--- src/wsd_pkg.sv ---
package wsd_pkg;

    localparam int MAX_W      = 24;
    localparam int OUT_DATA_W = 32;
    localparam int OUT_USER_W = 5;

    localparam logic [MAX_W-1:0] MAX_MSG_RESET = 24'h040000;

    // result kinds
    localparam logic [1:0] KIND_DATA  = 2'd0;
    localparam logic [1:0] KIND_PING  = 2'd1;
    localparam logic [1:0] KIND_CLOSE = 2'd2;
    localparam logic [1:0] KIND_ERROR = 2'd3;

    // error codes
    localparam logic [2:0] ERR_NONE     = 3'd0;
    localparam logic [2:0] ERR_RSV      = 3'd1;
    localparam logic [2:0] ERR_TOO_BIG  = 3'd2;
    localparam logic [2:0] ERR_BAD_CTRL = 3'd3;
    localparam logic [2:0] ERR_INTERLV  = 3'd4;
    localparam logic [2:0] ERR_ORPHAN   = 3'd5;
    localparam logic [2:0] ERR_RSV_OP   = 3'd6;

    // frame opcodes
    localparam logic [3:0] OP_CONT  = 4'h0;
    localparam logic [3:0] OP_TEXT  = 4'h1;
    localparam logic [3:0] OP_BIN   = 4'h2;
    localparam logic [3:0] OP_CLOSE = 4'h8;
    localparam logic [3:0] OP_PING  = 4'h9;

    // 7-bit length codes
    localparam logic [6:0] LEN16_CODE   = 7'd126;
    localparam logic [6:0] LEN64_CODE   = 7'd127;
    localparam logic [6:0] CTRL_MAX_LEN = 7'd125;

    localparam logic [3:0] EXT16_BYTES = 4'd2;
    localparam logic [3:0] EXT64_BYTES = 4'd8;
    localparam logic [3:0] MASK_BYTES  = 4'd4;

    typedef struct packed {
        logic [1:0]  kind;
        logic [1:0]  payload_type;
        logic        has_byte;
        logic [7:0]  payload_byte;
        logic        last;
        logic [15:0] status_code;
        logic [2:0]  error_code;
    } res_t;

endpackage

--- src/wsd_parser.sv ---
module wsd_parser
    import wsd_pkg::*;
#(
    parameter int LENGTH_BITS = 24
)
(
    input  logic             clk,
    input  logic             rst_n,
    input  logic             cfg_we,
    input  logic [MAX_W-1:0] cfg_data,
    input  logic             step,
    input  logic [7:0]       wire_byte,
    output logic             res_valid,
    output res_t             res
);

    localparam int LB   = LENGTH_BITS;
    localparam int LIMW = (LB > MAX_W) ? LB : MAX_W;
    localparam logic [LIMW-1:0] LEN_MAX = LIMW'((64'd1 << LB) - 64'd1);

    typedef enum logic [2:0] {
        PH_HDR0,
        PH_HDR1,
        PH_EXT,
        PH_MASK,
        PH_PAY,
        PH_CLOSED,
        PH_FAILED
    } phase_t;

    phase_t           phase_reg, phase_next;
    logic             fin_reg, fin_next;
    logic [3:0]       op_reg, op_next;
    logic [3:0]       cnt_reg, cnt_next;
    logic [LB-1:0]    acc_reg, acc_next;
    logic             ovf_reg, ovf_next;
    logic             mask_reg, mask_next;
    logic [31:0]      key_reg, key_next;
    logic [LB-1:0]    idx_reg, idx_next;
    logic             frag_active_reg, frag_active_next;
    logic [1:0]       frag_type_reg, frag_type_next;
    logic [LB-1:0]    frag_len_reg, frag_len_next;
    logic [15:0]      close_reg, close_next;
    logic [MAX_W-1:0] max_reg;

    logic [LB+7:0]    ext_cat;
    logic [LB-1:0]    len_eval;
    logic             ovf_eval;
    logic [LIMW-1:0]  lim;
    logic [LIMW:0]    frag_sum;
    logic [2:0]       chk_err;
    logic [7:0]       key_byte;
    logic [7:0]       pay_byte;
    logic [LB:0]      idx_inc;
    logic             pay_end;
    logic [1:0]       dtype;
    logic             do_hdr_done;
    logic             do_start;
    logic             finish;
    logic             empty;

    assign ext_cat = {acc_reg, wire_byte};

    always_comb
    begin
        case (phase_reg)
            PH_HDR1:
            begin
                len_eval = LB'(wire_byte[6:0]);
                ovf_eval = 1'b0;
            end
            PH_EXT:
            begin
                len_eval = ext_cat[LB-1:0];
                ovf_eval = ovf_reg | (|ext_cat[LB+7:LB]);
            end
            default:
            begin
                len_eval = acc_reg;
                ovf_eval = ovf_reg;
            end
        endcase
    end

    assign lim      = (LIMW'(max_reg) > LEN_MAX) ? LEN_MAX : LIMW'(max_reg);
    assign frag_sum = (LIMW+1)'(frag_len_reg) + (LIMW+1)'(len_eval);

    // header checks, in precedence order
    always_comb
    begin
        if (ovf_eval || (LIMW'(len_eval) > lim))
            chk_err = ERR_TOO_BIG;
        else if (op_reg[3])
            chk_err = (!fin_reg || len_eval > LB'(CTRL_MAX_LEN)) ? ERR_BAD_CTRL : ERR_NONE;
        else if (op_reg == OP_TEXT || op_reg == OP_BIN)
            chk_err = frag_active_reg ? ERR_INTERLV : ERR_NONE;
        else if (op_reg == OP_CONT)
        begin
            if (!frag_active_reg)
                chk_err = ERR_ORPHAN;
            else if (frag_sum > (LIMW+1)'(lim))
                chk_err = ERR_TOO_BIG;
            else
                chk_err = ERR_NONE;
        end
        else
            chk_err = ERR_RSV_OP;
    end

    always_comb
    begin
        case (idx_reg[1:0])
            2'd0:    key_byte = key_reg[31:24];
            2'd1:    key_byte = key_reg[23:16];
            2'd2:    key_byte = key_reg[15:8];
            default: key_byte = key_reg[7:0];
        endcase
    end

    assign pay_byte = mask_reg ? (wire_byte ^ key_byte) : wire_byte;
    assign idx_inc  = {1'b0, idx_reg} + (LB+1)'(1);
    assign pay_end  = idx_inc >= {1'b0, acc_reg};
    assign dtype    = (op_reg == OP_CONT) ? frag_type_reg : op_reg[1:0];

    always_comb
    begin
        phase_next       = phase_reg;
        fin_next         = fin_reg;
        op_next          = op_reg;
        cnt_next         = cnt_reg;
        acc_next         = acc_reg;
        ovf_next         = ovf_reg;
        mask_next        = mask_reg;
        key_next         = key_reg;
        idx_next         = idx_reg;
        frag_active_next = frag_active_reg;
        frag_type_next   = frag_type_reg;
        frag_len_next    = frag_len_reg;
        close_next       = close_reg;
        res_valid        = 1'b0;
        res              = '0;
        do_hdr_done      = 1'b0;
        do_start         = 1'b0;
        finish           = 1'b0;
        empty            = 1'b0;

        if (step)
        begin
            case (phase_reg)
                PH_HDR1:
                begin
                    mask_next = wire_byte[7];
                    ovf_next  = 1'b0;
                    if (wire_byte[6:0] == LEN16_CODE || wire_byte[6:0] == LEN64_CODE)
                    begin
                        acc_next   = '0;
                        cnt_next   = (wire_byte[6:0] == LEN16_CODE) ? EXT16_BYTES
                                                                    : EXT64_BYTES;
                        phase_next = PH_EXT;
                    end
                    else
                    begin
                        acc_next    = len_eval;
                        do_hdr_done = 1'b1;
                    end
                end
                PH_EXT:
                begin
                    acc_next = len_eval;
                    ovf_next = ovf_eval;
                    cnt_next = cnt_reg - 4'd1;
                    if (cnt_reg == 4'd1)
                        do_hdr_done = 1'b1;
                end
                PH_MASK:
                begin
                    key_next = {key_reg[23:0], wire_byte};
                    cnt_next = cnt_reg - 4'd1;
                    if (cnt_reg == 4'd1)
                        do_start = 1'b1;
                end
                PH_PAY:
                begin
                    if (op_reg == OP_CLOSE)
                    begin
                        // collect the big-endian status code
                        if (idx_reg == '0)
                            close_next = {pay_byte, 8'h00};
                        else if (idx_reg == LB'(1))
                            close_next = close_reg | {8'h00, pay_byte};
                    end
                    else if (op_reg == OP_PING)
                    begin
                        res_valid        = 1'b1;
                        res.kind         = KIND_PING;
                        res.has_byte     = 1'b1;
                        res.payload_byte = pay_byte;
                        res.last         = pay_end;
                    end
                    else if (op_reg <= OP_BIN)
                    begin
                        res_valid        = 1'b1;
                        res.kind         = KIND_DATA;
                        res.payload_type = dtype;
                        res.has_byte     = 1'b1;
                        res.payload_byte = pay_byte;
                        res.last         = pay_end & fin_reg;
                    end
                    if (pay_end)
                        finish = 1'b1;
                    else
                        idx_next = idx_inc[LB-1:0];
                end
                PH_CLOSED, PH_FAILED:
                begin
                    // drop every byte until reset
                end
                default:
                begin
                    if (wire_byte[6:4] != 3'b000)
                    begin
                        phase_next     = PH_FAILED;
                        res_valid      = 1'b1;
                        res.kind       = KIND_ERROR;
                        res.error_code = ERR_RSV;
                    end
                    else
                    begin
                        fin_next   = wire_byte[7];
                        op_next    = wire_byte[3:0];
                        phase_next = PH_HDR1;
                    end
                end
            endcase

            if (do_hdr_done)
            begin
                if (chk_err != ERR_NONE)
                begin
                    phase_next     = PH_FAILED;
                    res_valid      = 1'b1;
                    res.kind       = KIND_ERROR;
                    res.error_code = chk_err;
                end
                else if (mask_next)
                begin
                    cnt_next   = MASK_BYTES;
                    key_next   = '0;
                    phase_next = PH_MASK;
                end
                else
                    do_start = 1'b1;
            end

            if (do_start)
            begin
                idx_next   = '0;
                close_next = '0;
                if (len_eval == '0 && !ovf_eval)
                begin
                    finish = 1'b1;
                    empty  = 1'b1;
                end
                else
                    phase_next = PH_PAY;
            end

            if (finish)
            begin
                phase_next = PH_HDR0;
                if (op_reg == OP_CLOSE)
                begin
                    phase_next      = PH_CLOSED;
                    res_valid       = 1'b1;
                    res.kind        = KIND_CLOSE;
                    res.status_code = (len_eval >= LB'(2)) ? close_next : 16'h0000;
                end
                else if (op_reg == OP_PING)
                begin
                    if (empty)
                    begin
                        res_valid = 1'b1;
                        res.kind  = KIND_PING;
                        res.last  = 1'b1;
                    end
                end
                else if (op_reg <= OP_BIN)
                begin
                    if (empty && fin_reg)
                    begin
                        res_valid        = 1'b1;
                        res.kind         = KIND_DATA;
                        res.payload_type = dtype;
                        res.last         = 1'b1;
                    end
                    if (op_reg == OP_CONT)
                    begin
                        if (fin_reg)
                        begin
                            frag_active_next = 1'b0;
                            frag_type_next   = 2'd0;
                            frag_len_next    = '0;
                        end
                        else
                            frag_len_next = frag_len_reg + len_eval;
                    end
                    else if (!fin_reg)
                    begin
                        frag_active_next = 1'b1;
                        frag_type_next   = op_reg[1:0];
                        frag_len_next    = len_eval;
                    end
                end
            end
        end
    end

    always_ff @(posedge clk or negedge rst_n)
    begin
        if (!rst_n)
        begin
            phase_reg       <= PH_HDR0;
            fin_reg         <= 1'b0;
            op_reg          <= '0;
            cnt_reg         <= '0;
            acc_reg         <= '0;
            ovf_reg         <= 1'b0;
            mask_reg        <= 1'b0;
            key_reg         <= '0;
            idx_reg         <= '0;
            frag_active_reg <= 1'b0;
            frag_type_reg   <= '0;
            frag_len_reg    <= '0;
            close_reg       <= '0;
            max_reg         <= MAX_MSG_RESET;
        end
        else
        begin
            phase_reg       <= phase_next;
            fin_reg         <= fin_next;
            op_reg          <= op_next;
            cnt_reg         <= cnt_next;
            acc_reg         <= acc_next;
            ovf_reg         <= ovf_next;
            mask_reg        <= mask_next;
            key_reg         <= key_next;
            idx_reg         <= idx_next;
            frag_active_reg <= frag_active_next;
            frag_type_reg   <= frag_type_next;
            frag_len_reg    <= frag_len_next;
            close_reg       <= close_next;
            if (cfg_we)
                max_reg <= cfg_data;
        end
    end

`ifndef SYNTHESIS
    a_no_result_after_fail: assert property (@(posedge clk) disable iff (!rst_n)
        (phase_reg == PH_FAILED || phase_reg == PH_CLOSED) |-> !res_valid)
        else $error("result after close or failure");

    a_error_has_code: assert property (@(posedge clk) disable iff (!rst_n)
        (res_valid && res.kind == KIND_ERROR) |-> (res.error_code != ERR_NONE))
        else $error("error result without a code");

    a_frag_type: assert property (@(posedge clk) disable iff (!rst_n)
        frag_active_reg |-> (frag_type_reg == OP_TEXT[1:0] || frag_type_reg == OP_BIN[1:0]))
        else $error("open fragment with bad type");

    a_idx_in_frame: assert property (@(posedge clk) disable iff (!rst_n)
        (phase_reg == PH_PAY) |-> (idx_reg < acc_reg))
        else $error("payload index past frame length");
`endif

endmodule

--- src/wsd_out_stage.sv ---
module wsd_out_stage
    import wsd_pkg::*;
(
    input  logic                  clk,
    input  logic                  rst_n,
    input  logic                  load,
    input  logic                  load_valid,
    input  res_t                  load_res,
    output logic                  can_take,
    output logic                  tvalid,
    input  logic                  tready,
    output logic [OUT_DATA_W-1:0] tdata,
    output logic [OUT_USER_W-1:0] tuser,
    output logic                  tlast
);

    logic valid_reg;
    res_t res_reg;

    assign can_take = !valid_reg || tready;

    always_ff @(posedge clk or negedge rst_n)
    begin
        if (!rst_n)
            valid_reg <= 1'b0;
        else if (load)
            valid_reg <= load_valid;
        else if (tready)
            valid_reg <= 1'b0;
    end

    // hold the beat until taken
    always_ff @(posedge clk)
    begin
        if (load && load_valid)
            res_reg <= load_res;
    end

    assign tvalid = valid_reg;
    assign tdata  = {5'b00000, res_reg.error_code, res_reg.status_code, res_reg.payload_byte};
    assign tuser  = {res_reg.has_byte, res_reg.payload_type, res_reg.kind};
    assign tlast  = res_reg.last;

endmodule

--- src/websocket_frame_deframer.sv ---
// channel   dir  beat fields (low bit up)
// s_axis    in   tdata: wire_byte[7:0]
// m_axis    out  tdata: payload_byte[7:0], status_code[23:8], error_code[26:24]
//                tuser: kind[1:0], payload_type[3:2], has_byte[4]; tlast: last
// cfg       in   cfg_we / cfg_data: max_message_bytes[23:0]
//
// One wire byte per cycle sustained while the output is not stalled: a byte is
// held in the input register, the parser updates its state and forms the result
// combinationally, and the result is loaded into the output register on that step.
// Reset returns the parser to the first header byte and restores the limit.
// A stalled output holds one beat while one more input byte waits in the
// input register; then s_axis_tready drops.
module websocket_frame_deframer
    import wsd_pkg::*;
#(
    parameter int LENGTH_BITS = 24
)
(
    input  logic                  clk,
    input  logic                  rst_n,
    input  logic                  cfg_we,
    input  logic [MAX_W-1:0]      cfg_data,
    input  logic                  s_axis_tvalid,
    output logic                  s_axis_tready,
    input  logic [7:0]            s_axis_tdata,   // wire_byte
    output logic                  m_axis_tvalid,
    input  logic                  m_axis_tready,
    output logic [OUT_DATA_W-1:0] m_axis_tdata,   // payload_byte, status_code, error_code
    output logic [OUT_USER_W-1:0] m_axis_tuser,   // kind, payload_type, has_byte
    output logic                  m_axis_tlast
);

    logic       in_valid_reg;
    logic [7:0] in_byte_reg;
    logic       can_take;
    logic       step;
    logic       res_valid;
    res_t       res;

    assign step          = in_valid_reg && can_take;
    assign s_axis_tready = !in_valid_reg || can_take;

    always_ff @(posedge clk or negedge rst_n)
    begin
        if (!rst_n)
            in_valid_reg <= 1'b0;
        else if (s_axis_tready)
            in_valid_reg <= s_axis_tvalid;
    end

    always_ff @(posedge clk)
    begin
        if (s_axis_tready && s_axis_tvalid)
            in_byte_reg <= s_axis_tdata;
    end

    wsd_parser #(
        .LENGTH_BITS (LENGTH_BITS)
    ) u_parser (
        .clk       (clk),
        .rst_n     (rst_n),
        .cfg_we    (cfg_we),
        .cfg_data  (cfg_data),
        .step      (step),
        .wire_byte (in_byte_reg),
        .res_valid (res_valid),
        .res       (res)
    );

    wsd_out_stage u_out (
        .clk        (clk),
        .rst_n      (rst_n),
        .load       (step),
        .load_valid (res_valid),
        .load_res   (res),
        .can_take   (can_take),
        .tvalid     (m_axis_tvalid),
        .tready     (m_axis_tready),
        .tdata      (m_axis_tdata),
        .tuser      (m_axis_tuser),
        .tlast      (m_axis_tlast)
    );

endmodule
--- config.mk ---
export PLATFORM = sky130hd
export DESIGN_NAME = websocket_frame_deframer
export DESIGN_NICKNAME = d
export VERILOG_FILES = /design/src/wsd_pkg.sv /design/src/wsd_parser.sv /design/src/wsd_out_stage.sv /design/src/websocket_frame_deframer.sv
export SDC_FILE = /design/constraint.sdc
export NUM_CORES = 1
export LEC_CHECK = 0
export ABC_AREA = 1
export BUFFER_PORTS_ARGS = -buffer_cell sky130_fd_sc_hd__buf_4
export CORE_MARGIN = 5
export CORE_UTILIZATION = 41
export CTS_CLUSTER_DIAMETER = 50
export CTS_CLUSTER_SIZE = 12
export DETAILED_ROUTE_END_ITERATION = 16
export GPL_TIMING_DRIVEN = 0
export PLACE_DENSITY = 0.58
export SYNTH_ARGS = -nofsm -noshare
export SYNTH_HDL_FRONTEND = slang
export SYNTH_SLANG_ARGS = --single-unit
--- constraint.sdc ---
create_clock -name clk -period 9.9 [get_ports clk]
set_input_delay 0.495 -clock clk [delete_from_list [all_inputs] [get_ports clk]]
set_output_delay 0.495 -clock clk [all_outputs]
set_load 0.05 [all_outputs]
==> impl_metrics.ini, run 1 <==
[clock_network]
tritoncts = yes
cts_resized = 0
clkTransAtPathRegs_ns = 0.06
cts_buffers = 29
worstSkewPairLatency_ns = 0.57
htree_levels = 1
post-cts-setup-buffer-count = 0
cts-root-buf = clkbuf_16
ctsLongestPathBuffers = 3
hold_buffers = 1
clock_sinks = 204

[sta]
fin_setup_tns_ns = 0
drv_slew = 0
period_share_pct = 71.3
worst_slew_pin_slew_ns = 1.20
slew_headroom_pct = 20.0
rsz0062_at_grt = no
finalSetupViolations = 0
hold_viol = 0
max_freq_ghz = 0.142
finalClockSkew_ns = 0.0268
fin_crit_ns = 7.06

[setup_path]
rr_startpoint = u_parser.phase_reg[2]
cp-end-kind = register
max_stage_delay_ns = 0.91
path_max_fanout = 33
critical_path.top_delay_family = simple AND/OR/NAND/NOR gates
path_common_cell = nand2_1
r2r_setup_slack_ns = 2.84
critical_path_buf_inv_count = 3
start_kind = register
crit_required_ns = 10.08
cp.arrival_ns = 7.24
worst_r2r_path_depth = 32
path_class = reg2reg
regToRegEndpoint = u_out.tdata[15]
crit_slowest_cell = inv_1

[synth]
synth.cell_area_sq_um = 13200
synth-seq-cells = 204
synth_ff_type = dfrtp_1
synth_top_area_share_pct = 30.7
seq_area_frac_synth_pct = 40.2
yosys.area.top_type = dfrtp_1
syn_inst = 1673
synth-edff-count = 41
ys_warn_count = 0
avgSynthCellArea_sq_um = 7.90
synth_cell_types = 54
synthArstFlopShare_pct = 79.9
synth_top_cells_by_area = dfrtp_1, ha_1, edfxtp_1

[grt]
grt_pass1_vias = 11508
gr-total-overflow = 0
antenna_found_initial = 0
grt_pass1_wl_mm = 59.9
grt_max_degree = 95
grt_usage_pct = 20.2

[detailed_routing]
vias_per_cell = 5.34
drc = 0
routedWlPerCell_microns = 17.0
drtPass1Iterations = 5
routed_wl_mm = 37.4
vias = 11763
detail-route-antenna-nets = 0
drtIter0Drc = 773

[floorplanning]
core.rowCount = 65
ios = 77
initial_core_util_pct = 41.7
core_area_sq_um = 31700
dieArea_sq_um = 35900
fp.dieW_microns = 190
die_y_microns = 190

[power]
clkPwrFrac_pct = 21.7
power_frac_comb_pct = 51.3
switching_share_pct = 47.0
p_int_mw = 2.55
power_frac_seq_pct = 27.0
ir_drop_mv = 0.173
p_sw_mw = 2.26
p_leak_nw = 7.25
power_density_nw_per_um2 = 314

[placed_design]
place_congestion = 0.883
placed_cell_area_sq_um = 14300
dp_hpwl_mm = 29.2
io_buffers = 70

[worst_hold_path]
min_path_type = in2reg
min_path_cells = 1
min_to = in_byte_reg[6]
worst_hold_startpoint = s_axis_tdata[6]

[cells_and_area]
syn_to_final_growth_pct = 15.6
final_util_pct = 48.2
mostFrequentLayoutCell = nand2_1
final_cell_mix = nand2_1, inv_1, dfrtp_1
design_area_sq_um = 15300
fillers = 3192
layout-drive-gt1-share_pct = 9.32
nNetsFinal = 1921
antenna_cells = 0
largest_reg_flops = 32

[status]
status = finished clean

[job]
maxCapViolations = 0
-- worst max path at each step --
stage | depth (start not counted) | slack [ns] | startpoint | to
after floorplan | 32 | 4.52 | u_parser.phase_reg[0] | u_out.tdata[0]
after global placement | 32 | 2.87 | u_parser.phase_reg[2] | u_out.tdata[14]
after CTS | 32 | 2.70 | u_parser.phase_reg[2] | u_out.tlast
after global routing | 32 | 2.19 | u_parser.phase_reg[2] | u_out.tuser[0]
final | 32 | 2.84 | u_parser.phase_reg[2] | u_out.tdata[15]
after detailed placement | 32 | 2.74 | u_parser.phase_reg[2] | u_out.tdata[14]
-- cells by family (layout without fill, tap and decap cells) --
logic type / Yosys count / in the layout / share of synthesized area, %
buffers and inverters: 326 / 451 / 9.70
adder cells (fa/ha/maj): 104 / 104 / 9.90
flip-flops: 204 / 204 / 40.2
multiplexers: 5 / 5 / 0.388
AND/OR/NAND/NOR: 561 / 561 / 18.4
XOR/XNOR: 45 / 45 / 2.98
other: 1 / 5 / 0.0284
AO/OA/AOI/OAI: 427 / 427 / 18.5
-- final cells by class --
class	instances	area, sq um	share of cell area, %
clock inverter	17	203	1.33
buffer	61	288	1.88
timing repair buffer	72	571	3.73
tap	402	503	3.29
inverter	265	995	6.51
clock buffer	36	772	5.05
sequential	204	5310	34.7
multi-input combinational	1147	6640	43.5
-- synth_stat cells (all sizes together) (12+ instances only) --
library cell and count:
nand2 322, inv 264, o21ai 183, dfrtp 162
a21oi 109, nor2 107, ha 103, nand3 53
o211ai 52, o22ai 52, edfxtp 41, clkbuf 39
xor2 37, nor3 28, nand4 27, buf 22
nor4 12
-- through the flow --
step / setup slack (ns) / cells / total power [mW] / hold WS (ns)
floorplan: 4.52 / 1677 / 3.05 / 0.199
global placement: 2.87 / 2149 / 3.71 / 0.466
detailed placement: 2.74 / 2150 / 3.77 / 0.473
CTS: 2.70 / 2204 / 4.83 / 0.0908
global route: 2.19 / 2204 / 5.19 / 0.0923
finish: 2.84 / 2204 / 4.81 / 0.116
-- power groups by stage --
stage | logic [mW] | registers [mW] | clock network, mW
floorplan | 1.62 | 1.43 | 0
global route | 2.77 | 1.33 | 1.10
finish | 2.46 | 1.30 | 1.04
global placement | 2.40 | 1.31 | 0
CTS | 2.47 | 1.30 | 1.07
detailed placement | 2.46 | 1.31 | 0
-- routing by layer --
layer	GRT usage, %	up-vias	wire (microns)
met5	0	-	0
met4	4.51	0	837
met3	2.39	55	1730
met2	35.1	289	18000
met1	27.4	5552	16800
li1	-	5867	-
Power figures use the tool's default switching activity.
==> inputs of run 2 (changes only) <==
==> constraint.sdc (replaced) <==
create_clock -name clk -period 6.5 [get_ports clk]
set_input_delay 0.325 -clock clk [delete_from_list [all_inputs] [get_ports clk]]
set_output_delay 0.325 -clock clk [all_outputs]
set_load 0.05 [all_outputs]
==> run 2 against run 1 <==
  * Power grew 54%
  * Count of clock-buffer cells in the layout is the same
  * Sequential share of layout area is 0.89 points lower
  * Largest cell class unchanged
  * Setup slack worse by 2.3 ns
  * Non-clock buffer count grew 36
  * Flip-flop and latch count stayed put
  * Cell area up 2.6%
  * Worst hold slack worse by 0.093 ns
==> impl_metrics.ini, run 2 (synthesis results as in run 1) <==
[cells_and_area]
mostFrequentLayoutCell = nand2_1
largest_reg_flops = 32
syn_to_final_growth_pct = 18.6
final_util_pct = 49.5
final_cell_mix = nand2_1, inv_1, dfrtp_1
fillers = 3143
layout-drive-gt1-share_pct = 9.73
antenna_cells = 0
seqCellArea_sq_um = 5310
nNetsFinal = 1958
multi_input_area_sq_um = 6670

[clock_network]
clkTransAtPathRegs_ns = 0.06
cts_buffers = 29
ctsLongestPathBuffers = 3
htree_levels = 1
tritoncts = yes
cts-root-buf = clkbuf_16
clock_sinks = 204
worstSkewPairLatency_ns = 0.57

[sta]
rsz0062_at_grt = no
hold_viol = 0
drv_slew = 0
max_freq_ghz = 0.166
slew_headroom_pct = 24.1
period_share_pct = 92.4
finalClockSkew_ns = 0.0228
worst_slew_pin_slew_ns = 1.13
finalSetupViolations = 0
fin_crit_ns = 6.01

[placed_design]
dp_hpwl_mm = 29.2
io_buffers = 70
place_congestion = 0.883

[floorplanning]
core_area_sq_um = 31700
core.rowCount = 65
fp.dieW_microns = 190
ios = 77
dieArea_sq_um = 35900
initial_core_util_pct = 41.7
die_y_microns = 190

[worst_hold_path]
min_path_type = in2reg

[grt]
grt_pass1_wl_mm = 60.5
grt_pass1_vias = 11620
grt_max_degree = 95
grt_usage_pct = 20.5
gr-total-overflow = 0
antenna_found_initial = 0

[detailed_routing]
drtIter0Drc = 796
vias = 11906
drt-met1-wl_mm = 17.0
wl_met2_mm = 18.3
drc = 0
vias_per_cell = 5.31
drtPass1Iterations = 6
dr_wl_met3_mm = 1.70
routedWlPerCell_microns = 16.9
maxUsedRoutingLayer = met4
detail-route-antenna-nets = 0
routed_wl_mm = 37.8

[setup_path]
start_kind = register
crit_required_ns = 6.82
path_common_cell = nand2_1
crit_slowest_cell = dfrtp_1
cp.arrival_ns = 6.33
max_stage_delay_ns = 0.51
critical_path_buf_inv_count = 4
path_class = reg2reg
critical_path.top_delay_family = simple AND/OR/NAND/NOR gates
cp-end-kind = register
path_max_fanout = 10

[power]
ir_drop_mv = 0.264
p_leak_nw = 7.41
power_density_nw_per_um2 = 471
finalPower_mw = 7.39

[status]
status = finished clean

[job]
maxCapViolations = 0
==> run 2: cell types whose count changed in the layout (fill, tap and decap cells not counted) <==
cell,delta
dlygate4sd3_1,+33
buf_12,+1
nor4_2,+1
inv_1,-1
clkinvlp_4,+2
o21ai_1,+4
buf_4,+2
nor4_1,-1
o21ai_2,+4
nand2_2,+1
o21ai_0,-8
nand2_1,-1
==> run 2: tightest hold or removal path: cells and delay by family <==
family	cells	cell delay, ns
AND/OR/NAND/NOR	2	0.12
buffers and inverters	2	0.12
==> run 2: final timing paths <==
path | slack (ns) | start | endpoint | cells after the start
setup / recovery | 0.49 | u_parser.phase_reg[2] | u_out.tdata[24] | 32
hold / removal | 0.02 | m_axis_tready | u_out.tvalid | 4
setup reg to reg | 0.49 | u_parser.phase_reg[2] | u_out.tdata[24] | 32
hold reg to reg | 0.49 | u_parser.close_reg[11] | u_parser.close_reg[11] | 2
max in group asynchronous | 5.26 | rst_n | u_parser.phase_reg[0] | 3
min in group asynchronous | 0.38 | rst_n | u_parser.max_reg[20] | 2
==> run 2: where the power goes <==
group,switching (mW),internal [mW],total [mW],leakage [nW]
Clock,0.646,0.946,1.59,0.481
Sequential,0.267,1.71,1.98,2.51
Combinational,2.55,1.27,3.82,4.42
==> run 2: area by class of cell <==
class / instances / share of cell area [%]
timing repair buffer: 108 / 5.97
tap: 402 / 3.21
clock inverter: 17 / 1.29
timing repair inverter: 1 / 0.0479
sequential: 204 / 33.9
inverter: 265 / 6.37
clock buffer: 36 / 4.92
multi-input combinational: 1147 / 42.5
buffer: 61 / 1.83
==> run 2: timing repair <==
| item | CTS | global route |
|---|---|---|
| hold buffers | 34 | 0 |
| hold endpoints to repair | 125 | 0 |
| setup endpoints to repair | 33 | 33 |
| gates cloned | 1 | 0 |
| pin swaps | 0 | 0 |
| setup buffers | 1 | 2 |
| resized for setup | 6 | 10 |
==> run 2: metal layers <==
metal	global-route usage [%]	vias to the layer above
li1	-	5944
met1	27.7	5620
met2	35.6	288
met3	2.37	54
met4	4.51	0
met5	0	-
==> run 2: through the flow <==
stage                     instances  TNS, ns  area, sq um  hold WS, ns  worst slack (ns)
after floorplan                1677        0        13200       0.0294              1.12
after global placement         2149   -17.34        14300        0.466            -0.528
after detailed placement       2150   -21.61        14300        0.406            -0.657
after CTS                      2239        0        15600      0.00607            0.0496
after global routing           2241        0        15700       0.0315            0.0180
final                          2241        0        15700       0.0235             0.493
